File: config.mk
export PLATFORM = sky130hd
export DESIGN_NAME = gmb_ram
export DESIGN_NICKNAME = d
export VERILOG_FILES = /design/src/rtl/gmb_ram.sv
export SDC_FILE = /design/constraint.sdc
export NUM_CORES = 1
export LEC_CHECK = 0
export BUFFER_PORTS_ARGS = -buffer_cell sky130_fd_sc_hd__buf_4
export CAP_MARGIN = 5
export CORE_ASPECT_RATIO = 0.9
export CORE_MARGIN = 5
export CORE_UTILIZATION = 45
export DETAILED_ROUTE_END_ITERATION = 8
export GPL_ROUTABILITY_DRIVEN = 0
export HOLD_SLACK_MARGIN = 0.12
export PLACE_DENSITY = 0.64
export SLEW_MARGIN = 0
export SYNTH_ARGS = -nofsm -noshare
export SYNTH_HDL_FRONTEND = slang
export SYNTH_SLANG_ARGS = --single-unit
File: constraint.sdc
create_clock -name clk -period 4.4 [get_ports clk]
set_clock_uncertainty 0.2 [all_clocks]
set_input_delay 0.88 -clock clk [delete_from_list [all_inputs] [get_ports clk]]
set_output_delay 0.88 -clock clk [all_outputs]
set_load 0.005 [all_outputs]
File: src/rtl/gmb_ram.sv
// ----------------------------------------------------------------------------
// gmb_ram: generic single-port RAM
// One write or read per cycle, registered read data.
// ----------------------------------------------------------------------------
module gmb_ram #(
  parameter int WIDTH = 8,
  parameter int DEPTH = 64
) (
  input  logic                     clk,
  input  logic                     we,
  input  logic [$clog2(DEPTH)-1:0] addr,
  input  logic [WIDTH-1:0]         wdata,
  output logic [WIDTH-1:0]         rdata
);
  logic [WIDTH-1:0] mem [DEPTH];

  always_ff @(posedge clk) begin
    if (we) mem[addr] <= wdata;
    rdata <= mem[addr];
  end
endmodule

=== After elaboration in Yosys (flattened, before gate mapping) ===
Memory sizes are Yosys's and may differ from the RTL's. A register that Yosys moved wholly into a read port is not among the register bits.
Cells that the tools add are included.

* Register bits after elaboration: 0
* Bits in latches: 0
* Memory bits (writable): 512
* Bits in read-only memories: 0
* Input bits: 16
* Output and inout port bits: 8
* Word-level logic and storage cells: 3
* Memories: 1

{| class="wikitable"
|+ Memory list
! memory !! words !! bits a word !! read ports !! clocked after Yosys merged registers in !! wr ports !! RTL line !! RTL
|-
| mem || 64 || 8 || 1 || 1 || 1 || 15 || <nowiki>logic [WIDTH-1:0] mem [DEPTH];</nowiki>
|}

* Add/subtract/negate cells: 0
* $mul: 0
* Divide/modulo/power cells: 0
* $lt $le $gt $ge: 0
* Eq/ne operators: 0
* Shifts and indexed selects: 0
* Muxes and demuxes: 2
* Bitwise operators: 0
* Reductions and logical operators: 0

{| class="wikitable"
|+ Operator list
! kind !! number
|-
| $mux 1 || 2
|}

=== Longest topological paths before layout ===
* Word-level depth: 2
* Gate-level depth with buffers: 10
* Depth with buffers taken out: 5

=== Worst setup path after synthesis ===
OpenSTA, ideal clock, no wires.

* Kind: input to register
* From: input port addr[1]
* To: memory mem[13][0] (enable)
* Setup time: 0.370 ns
* Arrival time: 2.608 ns
* Required time: 3.830 ns
* Path slack: 1.221 ns
* Stages on the path: 7
* Path buffers: 4
* Path through: buf_6 > buf_6 > nor2b_1 > clkbuf_1 > clkbuf_1 > nand3_1 > nor2_1

{| class="wikitable"
|+ RTL lines
! item !! RTL line !! RTL
|-
| start: declaration || 11 || <nowiki>input logic [$clog2(DEPTH)-1:0] addr,</nowiki>
|-
| end: declaration || 15 ||
|}

No word-level cell before the write port.

==> results.yml <==
outcome:
  status: "completed"
setup_path:
  path_class: "in2reg"
  timing.rr.start: "mem[5][1]$_DFFE_PP_"
  path_cells: "buf_4, buf_4, inv_1, buf_4, a221oi_1, o32ai_1, nor4_1, buf_4, nand4_1"
  r2r-end: "rdata[1]$_DFF_P_"
  worst_ep_arrival_time_ps: 3780
  cp-endpoint: "rdata[0]$_DFF_P_"
  start_kind: "primary input"
  cp.required_ps: 4660
  r2r_slack_ps: 1900
  cp_max_fo: 47
  cp-end-kind: "flop"
  slowest_stage: "nor4_1"
  slowest_delay_ps: 820
  reg2regPathDepth: 6
  cpMostUsedCell: "buf_4"
  startpoint: "addr[0]"
synth:
  synth_edf_count: 512
  ys_ff_latch: 520
  netlist_instances: 1171
  ys_seq_area_frac: 0.760
  synth_fp_nets: 1187
  synth_ff_type: "edfxtp_1"
  yosys.area.top_type: "edfxtp_1"
  synthArstFlopShare: 0
  ys_top_cells_by_area: "edfxtp_1 (75%), mux4_2 (4.5%), mux2i_1 (3.1%), nor2_1 (1.5%), a22oi_1 (1.5%)"
  postSynthAreaPerCell_um2: 17.5
  yosysWarnings: 0
  synth_area_um2: 20400
  synth.distinct_cells: 56
  synth_top_area_share: 0.752
timing:
  worst_pin_slew_ps: 1180
  fin_tns_setup_ps: 0
  rsz0062_at_grt: "false"
  fmax_ghz: 0.284
  slew_viol_final: 0
  fin_crit_sh: 0.799
  max_slew_margin: 0.212
  fin_crit_ps: 3520
  hold_viol: 0
  final-setup-viol-count: 0
drt:
  wl_met2_mm: 23.3
  vias: 11500
  firstDrtPassIters: 7
  wl_mm: 52.5
  viasPerCell: 6.00
  drt-met1-wl_mm: 21.7
  top_layer: "met5"
  wire_per_inst_um: 27.4
  ant_nets: 0
  dr_wl_met3_mm: 5.50
  drc_errors: 0
  drtIter0Drc: 1462
global_route:
  grt_first_pass_wirelength_mm: 77.2
  antenna_found_initial: 2
  grt_usage: 0.208
  grt_max_degree: 65
  grt_pass1_vias: 11344
  gr-total-overflow: 0
clocking:
  insertion_delay_ps: 600
  hold_buffers: 0
  cts_buffer_depth: 3
  cts_buffers: 51
  htreeDepth: 2
  root_buffer: "clkbuf_16"
  cts_resized: 0
  postCtsSetupBuffers: 0
  tritoncts: "yes"
  path_clk_slew_ps: 60
  cts.sinks: 520
place:
  dp_hpwl_mm: 32.5
  io_buffers: 23
flow_run:
  drv_cap: 0
pwr:
  p_leak_nw: 7.62
  max-vdd-ir-drop_mv: 0.290
  power_density_nw_per_um2: 440
final_layout:
  finish.utilization: 0.517
  regArea_um2: 15500
  antenna-diode-count: 0
  layout_common_cells: "edfxtp_1 (512), buf_4 (122), nor2_1 (81)"
  fillers: 3706
  drive_gt1_frac: 0.190
  mostFrequentLayoutCell: "edfxtp_1"
  syn2layout_area_growth_pct: 14.3
  multi_input_area_um2: 4510
  fin_nets: 1283
hold_path:
  min_path_type: "reg2reg"
floorplan:
  ios: 24
  start_util: 0.453
  die_area_um2: 49800
  rows: 74
  die_y_um: 212
  dieWidth_um: 235
  core_area_um2: 45200
## Yosys cell counts (6+ instances only)
cell type,instances
nand3_1,8
a32oi_1,7
mux4_2,41
a211oi_1,6
nor2_1,82
mux2_1,7
a31oi_1,15
a22oi_1,40
edfxtp_1,512
a221oi_1,21
o22ai_1,22
a22o_1,10
o2bb2ai_1,7
a221o_1,11
and3_1,9
buf_2,30
clkbuf_1,36
buf_1,6
a21oi_1,28
nand3b_1,12
nand2b_1,24
nand2_1,45
and4_1,6
dfxtp_1,8
o22a_1,11
mux2i_1,63
nor2b_1,8
o21ai_0,9
and2_1,9
o221ai_1,9
## area by class of cell
class / instances / area share
Tap cell: 608 / 0.0326
Clock buffer: 69 / 0.0597
Inverter: 3 / 0.000482
Sequential cell: 520 / 0.665
Timing Repair Buffer: 124 / 0.0405
Multi-Input combinational cell: 567 / 0.193
Clock inverter: 25 / 0.00857
## per-layer routing
metal | vias up | GRT usage
li1 | 4940 | -
met1 | 5833 | 0.300
met2 | 611 | 0.309
met3 | 114 | 0.0575
met4 | 2 | 0.0733
met5 | - | 0
## worst min path at each step
stage | from | to | cells past startpoint
global placement | mem[3][2]$_DFFE_PP_ | rdata[2]$_DFF_P_ | 3
floorplan | mem[3][0]$_DFFE_PP_ | rdata[0]$_DFF_P_ | 3
CTS | mem[3][2]$_DFFE_PP_ | rdata[2]$_DFF_P_ | 3
finish | mem[3][2]$_DFFE_PP_ | rdata[2]$_DFF_P_ | 3
detailed placement | mem[3][2]$_DFFE_PP_ | rdata[2]$_DFF_P_ | 3
global route | mem[3][2]$_DFFE_PP_ | rdata[2]$_DFF_P_ | 3
## state kept, by name, summed over array words and instances, names as in the netlist
name   cells
rdata      8
mem      512
## worst max-delay path: cells and delay by family
| kind | cells | cell delay [ps] |
|---|---|---|
| AO/OA/AOI/OAI | 2 | 540 |
| buffers and inverters | 5 | 1430 |
| AND/OR/NAND/NOR | 2 | 890 |
## stage by stage
step	instance area (um2)	cells	setup slack, ps	hold WS, ps	power (mW)
2_1_floorplan	20400	1171	1220	363	5.90
3_3_place_gp	21800	1822	395	432	6.17
3_5_place_dp	21800	1822	435	429	6.18
4_1_cts	23400	1916	1090	427	10.3
5_1_grt	23400	1916	842	450	10.6
6_report	23400	1916	885	432	10.3
## logic make-up after synthesis
family,Yosys count,synth area share
buf+inv,84,0.0198
flops,520,0.760
mux,116,0.0826
compound gates,222,0.0808
simple gates,229,0.0571
## power by group
part	switching, mW	leakage [nW]	internal [mW]	total (mW)
sequential	0.0168	4.67	5.49	5.50
combinational	0.382	2.17	0.193	0.575
clock	1.81	0.783	2.39	4.20
total	2.21	7.62	8.07	10.3
Note: power is estimated with default switching activity, not from simulation.
